===== src/hdl/lfpe_pkg.sv =====
// Shared constants, types and handshake structs of the lidar frame point extractor.
package lfpe_pkg;

    // Frame geometry
    localparam int POINTS    = 12;
    localparam int FRAME_LEN = 11 + 3 * POINTS;

    // Field and internal widths
    localparam int BYTE_W  = 8;
    localparam int HUNT_W  = 12;
    localparam int IDX_W   = 7;
    localparam int RAW_W   = 16;
    localparam int SPAN_W  = RAW_W + 2;
    localparam int DIST_W  = 16;
    localparam int ANGLE_W = 24;
    localparam int PT_W    = $clog2(POINTS);
    localparam int REM_W   = $clog2(POINTS);
    localparam int QUO_W   = RAW_W + 8;

    // Reciprocal of POINTS-1 for the angle step: exact floor over QUO_W-bit dividends
    localparam int DIV_SH  = QUO_W + $clog2(POINTS - 1);
    localparam int RECIP_W = QUO_W + 1;
    localparam int PROD_W  = RAW_W + RECIP_W;
    localparam int Q_SH    = DIV_SH - 8;

    // APB port
    localparam int ADDR_W = 4;
    localparam int DATA_W = 32;

    // Angle arithmetic
    localparam logic [ANGLE_W-1:0] FULL_TURN = ANGLE_W'(9216000);
    localparam logic [SPAN_W-1:0]  RAW_TURN  = SPAN_W'(36000);
    localparam logic [REM_W:0]     DIVISOR   = (REM_W + 1)'(POINTS - 1);
    localparam logic [RECIP_W-1:0] RECIP     =
        RECIP_W'(((longint'(1) << DIV_SH) + longint'(POINTS - 2)) / longint'(POINTS - 1));

    // Byte positions inside a frame
    localparam logic [IDX_W-1:0] IDX_AFTER_HDR  = IDX_W'(2);
    localparam logic [IDX_W-1:0] IDX_START_LO   = IDX_W'(4);
    localparam logic [IDX_W-1:0] IDX_START_HI   = IDX_W'(5);
    localparam logic [IDX_W-1:0] IDX_DIST_FIRST = IDX_W'(6);
    localparam logic [IDX_W-1:0] IDX_END_LO     = IDX_W'(6 + 3 * POINTS);
    localparam logic [IDX_W-1:0] IDX_END_HI     = IDX_W'(7 + 3 * POINTS);
    localparam logic [IDX_W-1:0] IDX_LAST       = IDX_W'(FRAME_LEN - 1);

    // Position inside one 3-byte point record
    localparam logic [1:0] REC_DIST_LO = 2'd0;
    localparam logic [1:0] REC_DIST_HI = 2'd1;
    localparam logic [1:0] REC_INTENS  = 2'd2;

    // Register indexes and reset values
    localparam logic [1:0] REG_HEAD       = 2'd0;
    localparam logic [1:0] REG_VER_LEN    = 2'd1;
    localparam logic [1:0] REG_HUNT_LIMIT = 2'd2;

    localparam logic [BYTE_W-1:0] HEAD_RST  = BYTE_W'(84);
    localparam logic [BYTE_W-1:0] VER_RST   = BYTE_W'(44);
    localparam logic [HUNT_W-1:0] LIMIT_RST = HUNT_W'(1000);

    typedef enum logic [1:0] {
        PH_HEAD,
        PH_VER,
        PH_COLLECT
    } phase_t;

    typedef enum logic [2:0] {
        S_IDLE,
        S_PARSE,
        S_PREP,
        S_DIV_LOAD,
        S_DIV,
        S_QFIX,
        S_EMIT_RD,
        S_EMIT_OUT
    } ctrl_state_t;

    typedef struct packed {
        logic [BYTE_W-1:0] head;
        logic [BYTE_W-1:0] ver_len;
        logic [HUNT_W-1:0] hunt_limit;
    } cfg_t;

    typedef struct packed {
        logic take_byte;
        logic commit;
        logic out_timeout;
        logic prep;
        logic div_load;
        logic div_step;
        logic qfix;
        logic rd;
        logic out_point;
    } lfpe_cmd_t;

    typedef struct packed {
        logic fail_emit;
        logic frame_end;
        logic out_free;
        logic last_point;
    } lfpe_stat_t;

endpackage


===== src/hdl/lfpe_ram.sv =====
// Generic single-port-write, registered-read RAM.
module lfpe_ram #(
    parameter int WIDTH = 16,
    parameter int DEPTH = 12
) (
    input  logic                     clk,
    input  logic                     we,
    input  logic [$clog2(DEPTH)-1:0] waddr,
    input  logic [WIDTH-1:0]         wdata,
    input  logic                     re,
    input  logic [$clog2(DEPTH)-1:0] raddr,
    output logic [WIDTH-1:0]         rdata
);

    logic [WIDTH-1:0] mem [DEPTH];
    logic [WIDTH-1:0] rdata_reg;

    always_ff @(posedge clk)
    begin
        if (we)
        begin
            mem[waddr] <= wdata;
        end
        if (re)
        begin
            rdata_reg <= mem[raddr];
        end
    end

    assign rdata = rdata_reg;

endmodule


===== src/hdl/lfpe_cfg.sv =====
// APB register file: header bytes and hunt limit.
module lfpe_cfg import lfpe_pkg::*; (
    input  logic              clk,
    input  logic              rst_n,
    input  logic              psel,
    input  logic              penable,
    input  logic              pwrite,
    input  logic [ADDR_W-1:0] paddr,
    input  logic [DATA_W-1:0] pwdata,
    output logic [DATA_W-1:0] prdata,
    output logic              pready,
    output cfg_t              cfg
);

    logic [BYTE_W-1:0] head_reg;
    logic [BYTE_W-1:0] ver_reg;
    logic [HUNT_W-1:0] limit_reg;
    logic [1:0]        reg_idx;
    logic              wr_en;

    assign reg_idx = paddr[3:2];
    assign pready  = 1'b1;
    assign wr_en   = psel && penable && pwrite;

    always_ff @(posedge clk or negedge rst_n)
    begin
        if (!rst_n)
        begin
            head_reg  <= HEAD_RST;
            ver_reg   <= VER_RST;
            limit_reg <= LIMIT_RST;
        end
        else if (wr_en)
        begin
            case (reg_idx)
                REG_HEAD:       head_reg  <= pwdata[BYTE_W-1:0];
                REG_VER_LEN:    ver_reg   <= pwdata[BYTE_W-1:0];
                REG_HUNT_LIMIT: limit_reg <= pwdata[HUNT_W-1:0];
                default:        ;
            endcase
        end
    end

    always_comb
    begin
        case (reg_idx)
            REG_HEAD:       prdata = DATA_W'(head_reg);
            REG_VER_LEN:    prdata = DATA_W'(ver_reg);
            REG_HUNT_LIMIT: prdata = DATA_W'(limit_reg);
            default:        prdata = '0;
        endcase
    end

    assign cfg.head       = head_reg;
    assign cfg.ver_len    = ver_reg;
    assign cfg.hunt_limit = limit_reg;

endmodule


===== src/hdl/lfpe_ctrl.sv =====
// Sequencer: byte parse, angle-step computation and point emission.
module lfpe_ctrl import lfpe_pkg::*; (
    input  logic       clk,
    input  logic       rst_n,
    input  logic       in_valid,
    output logic       in_stall,
    input  lfpe_stat_t st,
    output lfpe_cmd_t  cmd
);

    ctrl_state_t state_reg;
    ctrl_state_t state_next;

    always_ff @(posedge clk or negedge rst_n)
    begin
        if (!rst_n)
        begin
            state_reg <= S_IDLE;
        end
        else
        begin
            state_reg <= state_next;
        end
    end

    always_comb
    begin
        state_next = state_reg;
        case (state_reg)
            S_IDLE:
            begin
                if (in_valid)
                begin
                    state_next = S_PARSE;
                end
            end
            S_PARSE:
            begin
                // timeout result waits for a free output register
                if (!(st.fail_emit && !st.out_free))
                begin
                    state_next = st.frame_end ? S_PREP : S_IDLE;
                end
            end
            S_PREP:     state_next = S_DIV_LOAD;
            S_DIV_LOAD: state_next = S_DIV;
            S_DIV:      state_next = S_QFIX;
            S_QFIX:     state_next = S_EMIT_RD;
            S_EMIT_RD:  state_next = S_EMIT_OUT;
            S_EMIT_OUT:
            begin
                if (st.out_free)
                begin
                    state_next = st.last_point ? S_IDLE : S_EMIT_RD;
                end
            end
            default:    state_next = S_IDLE;
        endcase
    end

    always_comb
    begin
        cmd      = '0;
        in_stall = 1'b1;
        case (state_reg)
            S_IDLE:
            begin
                in_stall      = 1'b0;
                cmd.take_byte = in_valid;
            end
            S_PARSE:
            begin
                if (!(st.fail_emit && !st.out_free))
                begin
                    cmd.commit      = 1'b1;
                    cmd.out_timeout = st.fail_emit;
                end
            end
            S_PREP:     cmd.prep     = 1'b1;
            S_DIV_LOAD: cmd.div_load = 1'b1;
            S_DIV:      cmd.div_step = 1'b1;
            S_QFIX:     cmd.qfix     = 1'b1;
            S_EMIT_RD:  cmd.rd       = 1'b1;
            S_EMIT_OUT: cmd.out_point = st.out_free;
            default:    ;
        endcase
    end

    a_take_to_parse: assert property (@(posedge clk) disable iff (!rst_n)
        (in_valid && !in_stall) |=> (state_reg == S_PARSE))
        else $error("input transfer not followed by parse");

    a_qfix_after_div: assert property (@(posedge clk) disable iff (!rst_n)
        (state_reg == S_QFIX) |-> ($past(state_reg) == S_DIV))
        else $error("quotient fix without remainder step");

endmodule


===== src/hdl/lfpe_dp.sv =====
// Datapath: header hunt, frame capture, angle interpolation and result register.
module lfpe_dp import lfpe_pkg::*; (
    input  logic                clk,
    input  logic                rst_n,
    input  cfg_t                cfg,
    input  lfpe_cmd_t           cmd,
    output lfpe_stat_t          st,
    input  logic [BYTE_W-1:0]   rx_byte,
    output logic                out_valid,
    input  logic                out_stall,
    output logic                status,
    output logic [ANGLE_W-1:0]  angle,
    output logic [DIST_W-1:0]   distance,
    output logic                last
);

    // Frame parse state
    logic [BYTE_W-1:0] byte_reg;
    phase_t            phase_reg,  phase_next;
    logic [HUNT_W-1:0] hunt_reg,   hunt_next;
    logic [IDX_W-1:0]  idx_reg,    idx_next;
    logic [BYTE_W-1:0] low_reg,    low_next;
    logic [RAW_W-1:0]  start_reg,  start_next;
    logic [RAW_W-1:0]  end_reg,    end_next;
    logic [1:0]        rec_reg,    rec_next;
    logic [PT_W-1:0]   slot_reg,   slot_next;

    // Interpolation state
    logic [SPAN_W-1:0]  span_reg;
    logic               neg_reg;
    logic [QUO_W-1:0]   quo_reg;
    logic [REM_W-1:0]   drem_reg;
    logic [ANGLE_W-1:0] acc_reg;
    logic [REM_W-1:0]   racc_reg;
    logic [PT_W-1:0]    emit_reg;

    // Result register
    logic               out_valid_reg;
    logic               status_reg;
    logic [ANGLE_W-1:0] angle_reg;
    logic [DIST_W-1:0]  dist_reg;
    logic               last_reg;

    logic               is_head;
    logic               is_ver;
    logic               fail;
    logic [HUNT_W-1:0]  hunt_inc;
    logic               ram_we;
    logic [DIST_W-1:0]  ram_rdata;

    logic [SPAN_W-1:0]  diff;
    logic [ANGLE_W-1:0] start_sh;
    logic [SPAN_W-1:0]  span_mag;
    logic [QUO_W-1:0]   dvd;
    logic [PROD_W-1:0]  recip_prod;
    logic [QUO_W-1:0]   quo_load;
    logic [QUO_W-1:0]   q_back;
    logic [REM_W:0]     rsum;
    logic               carry;
    logic [ANGLE_W:0]   step;
    logic [ANGLE_W:0]   acc_tmp;
    logic [ANGLE_W-1:0] acc_adv;
    logic               out_free;

    // ---------------- header hunt and frame capture ----------------
    assign is_head  = (byte_reg == cfg.head);
    assign is_ver   = (byte_reg == cfg.ver_len);
    assign fail     = ((phase_reg == PH_HEAD) && !is_head) ||
                      ((phase_reg == PH_VER) && !is_ver);
    assign hunt_inc = hunt_reg + HUNT_W'(1);

    assign st.fail_emit  = fail && (hunt_inc >= cfg.hunt_limit);
    assign st.frame_end  = (phase_reg == PH_COLLECT) && (idx_reg >= IDX_LAST);

    always_comb
    begin
        phase_next = phase_reg;
        hunt_next  = hunt_reg;
        idx_next   = idx_reg;
        low_next   = low_reg;
        start_next = start_reg;
        end_next   = end_reg;
        rec_next   = rec_reg;
        slot_next  = slot_reg;
        ram_we     = 1'b0;
        if (cmd.commit)
        begin
            case (phase_reg)
                PH_HEAD:
                begin
                    if (is_head)
                    begin
                        phase_next = PH_VER;
                    end
                    else
                    begin
                        hunt_next = st.fail_emit ? '0 : hunt_inc;
                    end
                end
                PH_VER:
                begin
                    if (is_ver)
                    begin
                        phase_next = PH_COLLECT;
                        hunt_next  = '0;
                        idx_next   = IDX_AFTER_HDR;
                    end
                    else
                    begin
                        phase_next = PH_HEAD;
                        hunt_next  = st.fail_emit ? '0 : hunt_inc;
                    end
                end
                PH_COLLECT:
                begin
                    if (idx_reg == IDX_START_LO)
                    begin
                        low_next = byte_reg;
                    end
                    else if (idx_reg == IDX_START_HI)
                    begin
                        start_next = {byte_reg, low_reg};
                        rec_next   = REC_DIST_LO;
                        slot_next  = '0;
                    end
                    else if (idx_reg >= IDX_DIST_FIRST && idx_reg < IDX_END_LO)
                    begin
                        if (rec_reg == REC_DIST_LO)
                        begin
                            low_next = byte_reg;
                        end
                        else if (rec_reg == REC_DIST_HI)
                        begin
                            ram_we = 1'b1;
                        end
                        if (rec_reg == REC_INTENS)
                        begin
                            rec_next  = REC_DIST_LO;
                            slot_next = slot_reg + PT_W'(1);
                        end
                        else
                        begin
                            rec_next = rec_reg + 2'd1;
                        end
                    end
                    else if (idx_reg == IDX_END_LO)
                    begin
                        low_next = byte_reg;
                    end
                    else if (idx_reg == IDX_END_HI)
                    begin
                        end_next = {byte_reg, low_reg};
                    end

                    if (st.frame_end)
                    begin
                        phase_next = PH_HEAD;
                        hunt_next  = '0;
                        idx_next   = '0;
                    end
                    else
                    begin
                        idx_next = idx_reg + IDX_W'(1);
                    end
                end
                default: phase_next = PH_HEAD;
            endcase
        end
    end

    always_ff @(posedge clk or negedge rst_n)
    begin
        if (!rst_n)
        begin
            phase_reg <= PH_HEAD;
            hunt_reg  <= '0;
            idx_reg   <= '0;
            rec_reg   <= REC_DIST_LO;
            slot_reg  <= '0;
        end
        else
        begin
            phase_reg <= phase_next;
            hunt_reg  <= hunt_next;
            idx_reg   <= idx_next;
            rec_reg   <= rec_next;
            slot_reg  <= slot_next;
        end
    end

    always_ff @(posedge clk)
    begin
        if (cmd.take_byte)
        begin
            byte_reg <= rx_byte;
        end
        low_reg   <= low_next;
        start_reg <= start_next;
        end_reg   <= end_next;
    end

    lfpe_ram #(
        .WIDTH (DIST_W),
        .DEPTH (POINTS)
    ) u_dist_ram (
        .clk   (clk),
        .we    (ram_we),
        .waddr (slot_reg),
        .wdata ({byte_reg, low_reg}),
        .re    (cmd.rd),
        .raddr (emit_reg),
        .rdata (ram_rdata)
    );

    // ---------------- interpolation ----------------
    // span gets a full turn added when negative; may still be negative for raw angles above a full turn
    assign diff     = {2'b00, end_reg} - {2'b00, start_reg};
    assign start_sh = {start_reg, 8'h00};
    assign span_mag = span_reg[SPAN_W-1] ? (~span_reg + SPAN_W'(1)) : span_reg;

    // |span|*256 / (POINTS-1) by reciprocal multiply, remainder in the next cycle
    assign dvd        = {span_mag[RAW_W-1:0], 8'h00};
    assign recip_prod = PROD_W'(span_mag[RAW_W-1:0]) * PROD_W'(RECIP);
    assign quo_load   = QUO_W'(recip_prod >> Q_SH);
    assign q_back     = quo_reg * QUO_W'(POINTS - 1);

    // per point: quotient step plus carry from the accumulated remainder
    assign rsum    = {1'b0, racc_reg} + {1'b0, drem_reg};
    assign carry   = (rsum >= DIVISOR);
    assign step    = {1'b0, quo_reg} + (ANGLE_W + 1)'(carry);
    assign acc_tmp = neg_reg ? ({1'b0, acc_reg} - step) : ({1'b0, acc_reg} + step);

    always_comb
    begin
        if (neg_reg)
        begin
            acc_adv = acc_tmp[ANGLE_W] ? (acc_tmp[ANGLE_W-1:0] + FULL_TURN)
                                       : acc_tmp[ANGLE_W-1:0];
        end
        else
        begin
            acc_adv = (acc_tmp >= {1'b0, FULL_TURN}) ? (acc_tmp[ANGLE_W-1:0] - FULL_TURN)
                                                     : acc_tmp[ANGLE_W-1:0];
        end
    end

    always_ff @(posedge clk or negedge rst_n)
    begin
        if (!rst_n)
        begin
            emit_reg <= '0;
        end
        else
        begin
            if (cmd.prep)
            begin
                emit_reg <= '0;
            end
            else if (cmd.out_point)
            begin
                emit_reg <= emit_reg + PT_W'(1);
            end
        end
    end

    always_ff @(posedge clk)
    begin
        if (cmd.prep)
        begin
            span_reg <= diff[SPAN_W-1] ? (diff + RAW_TURN) : diff;
            acc_reg  <= (start_sh >= FULL_TURN) ? (start_sh - FULL_TURN) : start_sh;
            racc_reg <= '0;
        end
        else if (cmd.out_point)
        begin
            acc_reg  <= acc_adv;
            racc_reg <= carry ? REM_W'(rsum - DIVISOR) : rsum[REM_W-1:0];
        end

        if (cmd.div_load)
        begin
            neg_reg  <= span_reg[SPAN_W-1];
            quo_reg  <= quo_load;
            drem_reg <= '0;
        end
        else if (cmd.div_step)
        begin
            drem_reg <= REM_W'(dvd - q_back);
        end
        else if (cmd.qfix)
        begin
            quo_reg <= (quo_reg >= FULL_TURN) ? (quo_reg - FULL_TURN) : quo_reg;
        end
    end

    assign st.last_point = (emit_reg == PT_W'(POINTS - 1));

    // ---------------- result register ----------------
    assign out_free    = !out_valid_reg || !out_stall;
    assign st.out_free = out_free;

    always_ff @(posedge clk or negedge rst_n)
    begin
        if (!rst_n)
        begin
            out_valid_reg <= 1'b0;
        end
        else if (cmd.out_timeout || cmd.out_point)
        begin
            out_valid_reg <= 1'b1;
        end
        else if (!out_stall)
        begin
            out_valid_reg <= 1'b0;
        end
    end

    always_ff @(posedge clk)
    begin
        if (cmd.out_timeout)
        begin
            status_reg <= 1'b1;
            angle_reg  <= '0;
            dist_reg   <= '0;
            last_reg   <= 1'b1;
        end
        else if (cmd.out_point)
        begin
            status_reg <= 1'b0;
            angle_reg  <= acc_reg;
            dist_reg   <= ram_rdata;
            last_reg   <= st.last_point;
        end
    end

    assign out_valid = out_valid_reg;
    assign status    = status_reg;
    assign angle     = angle_reg;
    assign distance  = dist_reg;
    assign last      = last_reg;

    a_angle_range: assert property (@(posedge clk) disable iff (!rst_n)
        out_valid_reg |-> (angle_reg < FULL_TURN))
        else $error("result angle not reduced below a full turn");

    a_timeout_shape: assert property (@(posedge clk) disable iff (!rst_n)
        (out_valid_reg && status_reg) |-> (angle_reg == '0 && dist_reg == '0 && last_reg))
        else $error("malformed sync timeout result");

    a_emit_after_frame: assert property (@(posedge clk) disable iff (!rst_n)
        cmd.out_point |-> (phase_reg == PH_HEAD && idx_reg == '0))
        else $error("point emitted while a frame is still open");

endmodule


===== src/hdl/lidar_frame_point_extractor_top.sv =====
// Top level of the lidar frame point extractor.
//
//  channel  | handshake          | payload
//  ---------+--------------------+--------------------------------------
//  input    | in_valid/in_stall  | rx_byte[7:0]
//  output   | out_valid/out_stall| status, angle[23:0], distance[15:0], last
//  config   | APB psel/penable   | paddr[3:0], pwdata/prdata[31:0]
//
// Sequence: an ordinary byte is transferred, then parsed, before the
// next byte is taken. The closing byte of a frame adds span setup,
// reciprocal multiply for the angle step, remainder and quotient check,
// then per point a distance RAM read and a result load, which waits for a
// free result register.
// Reset: rst_n is asynchronous, active low; the hunt restarts from scratch,
// registers return to head 84, version/length 44, hunt limit 1000.
// Stalls: the result register holds its transfer under out_stall; a byte may
// be taken while a result still waits, and the sequencer holds only when it
// needs that register.
module lidar_frame_point_extractor_top import lfpe_pkg::*; (
    input  logic               clk,
    input  logic               rst_n,
    // byte input
    input  logic               in_valid,
    output logic               in_stall,
    input  logic [BYTE_W-1:0]  rx_byte,
    // results
    output logic               out_valid,
    input  logic               out_stall,
    output logic               status,
    output logic [ANGLE_W-1:0] angle,
    output logic [DIST_W-1:0]  distance,
    output logic               last,
    // configuration
    input  logic               psel,
    input  logic               penable,
    input  logic               pwrite,
    input  logic [ADDR_W-1:0]  paddr,
    input  logic [DATA_W-1:0]  pwdata,
    output logic [DATA_W-1:0]  prdata,
    output logic               pready
);

    cfg_t       cfg;
    lfpe_cmd_t  cmd;
    lfpe_stat_t st;

    // register file
    lfpe_cfg u_cfg (
        .clk     (clk),
        .rst_n   (rst_n),
        .psel    (psel),
        .penable (penable),
        .pwrite  (pwrite),
        .paddr   (paddr),
        .pwdata  (pwdata),
        .prdata  (prdata),
        .pready  (pready),
        .cfg     (cfg)
    );

    // sequencer: owns the input handshake, drives the datapath by commands
    lfpe_ctrl u_ctrl (
        .clk      (clk),
        .rst_n    (rst_n),
        .in_valid (in_valid),
        .in_stall (in_stall),
        .st       (st),
        .cmd      (cmd)
    );

    // datapath: frame parser, angle step, angle accumulator, result register
    lfpe_dp u_dp (
        .clk       (clk),
        .rst_n     (rst_n),
        .cfg       (cfg),
        .cmd       (cmd),
        .st        (st),
        .rx_byte   (rx_byte),
        .out_valid (out_valid),
        .out_stall (out_stall),
        .status    (status),
        .angle     (angle),
        .distance  (distance),
        .last      (last)
    );

endmodule


===== config.mk =====
export PLATFORM = sky130hd
export DESIGN_NAME = lidar_frame_point_extractor_top
export DESIGN_NICKNAME = d
export VERILOG_FILES = /design/src/hdl/lfpe_pkg.sv /design/src/hdl/lfpe_ram.sv /design/src/hdl/lfpe_cfg.sv /design/src/hdl/lfpe_ctrl.sv /design/src/hdl/lfpe_dp.sv /design/src/hdl/lidar_frame_point_extractor_top.sv
export SDC_FILE = /design/constraint.sdc
export NUM_CORES = 1
export LEC_CHECK = 0
export BUFFER_PORTS_ARGS = -buffer_cell sky130_fd_sc_hd__buf_2
export CAP_MARGIN = 40
export CELL_PAD_IN_SITES_DETAIL_PLACEMENT = 1
export CELL_PAD_IN_SITES_GLOBAL_PLACEMENT = 1
export CORE_MARGIN = 8
export CORE_UTILIZATION = 25
export DETAILED_ROUTE_END_ITERATION = 8
export PLACE_DENSITY = 0.46
export SETUP_SLACK_MARGIN = 0.02
export SYNTH_ARGS = -nofsm -noshare
export SYNTH_HDL_FRONTEND = slang
export SYNTH_SLANG_ARGS = --single-unit

===== constraint.sdc =====
create_clock -name clk -period 19 [get_ports clk]
set_input_delay 1.9 -clock clk [delete_from_list [all_inputs] [get_ports clk]]
set_output_delay 1.9 -clock clk [all_outputs]
set_load 0.01 [all_outputs]

==> metrics <==
outcome=complete, no violations; max reg flops=192; final total power=4.31 mW; post-synth cell types=99; number of instances in the placed design=4067; hold crit path type=reg2reg; Post-CTS Repair Setup Buffers=0; P_leak=13.0 nW; Detail Placement HPWL=63.7 mm; max-slew violation count=0; vias in the first global route=21000; most common cell after layout, fill and taps aside=edfxtp_1; cts repair resizes=0; Cell Area, Synth=28200 µm²; initial antenna violation count=3; R2R Path Start=u_dp.span_reg[0]$_DFFE_PP_; crit path from=u_dp.span_reg[0]$_DFFE_PP_; Layout Skew=0.0365 ns; CORE AREA=112000 µm²; Worst Path Max Fanout=12; Slew HR=37.6%; Post-synth ARST share=14.5%; Setup WS pre-CTS=9.63 ns; grt total ovfl=0; Simple-Gate Fraction of Synth Area=12.0%; Biggest register=u_dp.u_dist_ram.mem; power per cell area=133 nW/µm²; top_reg_cell synth=edfxtp_1; GP Congestion=0.817; vias=19400; sequential area share after synthesis=43.4%; main combinational cell family by area after synthesis=adder cells; Ys Warns=0; post-route ant nets=0; crit end category=register; crit share post-route=48.6%; I/O Pins=128; share of layout cells above drive strength 1=13.1%; 1st-pass router iterations=4; # setup viols final=0; most frequent cells in the layout=edfxtp_1, nand2_1, ha_1; setup tns final=0 ns; GRT Total Usage=13.2%; crit path kind=reg2reg; std cell rows=123; first-pass GRT wire length=126 mm; Post-CTS Hold Buffers=0; fin area=32300 µm²; Final Critical Period=9.24 ns; RSZ-0062 raised after global routing=false; Max clock buf depth=3; post-synthesis adder-cell area fraction=17.6%; die area=124000 µm²; EDFF count, synth=319; register bit total from synthesis=435; number of hold violations in the final report=0; Die Width=352 µm; Routed WL=82.1 mm; H-tree depth=2; final setup margin=9.76 ns; Final #Nets=3006; f_max=0.108 GHz; PortBufs=84; crit path launch type=register; mux cell area share after synthesis=5.81%; min-delay src=u_dp.status$_SDFFE_PP1P_; CTS sink count=435; maximum vdd drop=0.0752 mV; DR iter-0 viols=831; Least-Margin Pin Slew=0.928 ns; Layout Cells excl Fill=4169; die span in y=352 µm; Compound-Gate Fraction of Synth Area=10.9%; CTS tree=yes; syn avg cell area=11.1 µm²; CTS root buf=clkbuf_16; clock-pin slew on the worst setup and hold paths=0.06 ns; hold_ws=0.448 ns; max capacitance violation total=0; Util after Layout=28.8%; pin count of the biggest net entering global routing=55; cell count after synthesis=2531; crit path DAT=9.57 ns; Synth-to-Final Area Change=14.7%; # DRC=0; total CTS buffers=53; Worst EP required=19.33 ns; XOR/XNOR Fraction of Synth Area=5.10%; later-pin clock latency in the skew report=0.64 ns; starting density of the core=25.1%; dpl cell area=30500 µm²; vias per cell=4.66; Avg WL per Cell=19.7 µm
[cell families after synthesis]
family / Yosys count
other: 2
buffers and inverters: 337
adders and majority gates: 331
xor gates and xnor gates: 164
muxes: 101
AOI/OAI and AO/OA: 469
DFF: 435
and+or+nand+nor: 692
[path summary, 6_finish.rpt]
check	endpoint	slack, ns	cells after the start
worst max register to register	u_dp.quo_reg[20]$_DFFE_PP_	9.76	27
worst min-delay path	u_dp.status$_SDFFE_PP1P_	0.45	1
min in group asynchronous	u_cfg.head_reg[0]$_DFFE_PN0P_	1.28	2
worst max-delay path	u_dp.quo_reg[20]$_DFFE_PP_	9.76	27
max in group asynchronous	u_cfg.limit_reg[5]$_DFFE_PN1P_	17.12	3
worst min register to register	u_dp.status$_SDFFE_PP1P_	0.45	1
[synthesized netlist by cell type (27+ instances only)]
cell | number | area [µm²]
xor2_1 | 52 | 455
nand2_1 | 240 | 901
fa_1 | 107 | 2140
a21oi_1 | 133 | 666
nor2_1 | 119 | 447
clkbuf_1 | 67 | 251
and2_1 | 27 | 169
inv_1 | 220 | 826
nand3_1 | 74 | 370
mux2i_1 | 34 | 340
xnor2_1 | 112 | 981
edfxtp_1 | 319 | 9580
nor3_1 | 50 | 250
o21ai_0 | 114 | 571
and3_1 | 40 | 250
dfrtp_1 | 51 | 1280
dfxtp_1 | 53 | 1060
mux4_2 | 48 | 1080
ha_1 | 224 | 2800
[where the power goes]
part / total [mW] / internal, mW / switching [mW]
combinational: 1.95 / 0.794 / 1.16
sequential: 1.30 / 1.19 / 0.112
clock: 1.06 / 0.637 / 0.424
total: 4.31 / 2.62 / 1.69
[metal layers]
| layer | track usage [%] | vias to the layer above | routed length (µm) |
|---|---|---|---|
| met2 | 23.4 | 218 | 41000 |
| met4 | 3.10 | 0 | 1810 |
| met5 | 0 | - | 0 |
| li1 | - | 9231 | - |
| met1 | 16.6 | 9901 | 36600 |
| met3 | 2.08 | 87 | 2770 |
[layout make-up]
class / instances / area (µm²)
fillers: 12500 / 79900
multi-input cells: 1778 / 14600
flip-flops and latches: 435 / 12200
well taps: 1500 / 1880
clock buffers: 64 / 1400
repair buffers: 134 / 968
inverters: 222 / 833
clock inverters: 34 / 434
diodes: 2 / 5.00
[worst max-delay path, cell delays in order, from the launching register on]
cell and delay (ns):
edfxtp_1 0.67, inv_1 0.28, ha_1 0.23, or3b_2 0.49, or4_1 0.44, o21ai_0 0.29, nand2_1 0.11, xor2_1 0.16
buf_4 0.22, inv_1 0.13, fa_1 0.52, inv_1 0.06, fa_1 0.53, fa_1 0.55, inv_1 0.07, fa_1 0.50
fa_1 0.58, fa_1 0.53, ha_1 0.36, and3_1 0.22, and3_1 0.20, nor4b_1 0.42, o31ai_1 0.16, a311oi_1 0.50
nor3_1 0.17, o31ai_1 0.31, xnor2_1 0.17, a21oi_1 0.09
(Power assumes the default switching activity.)
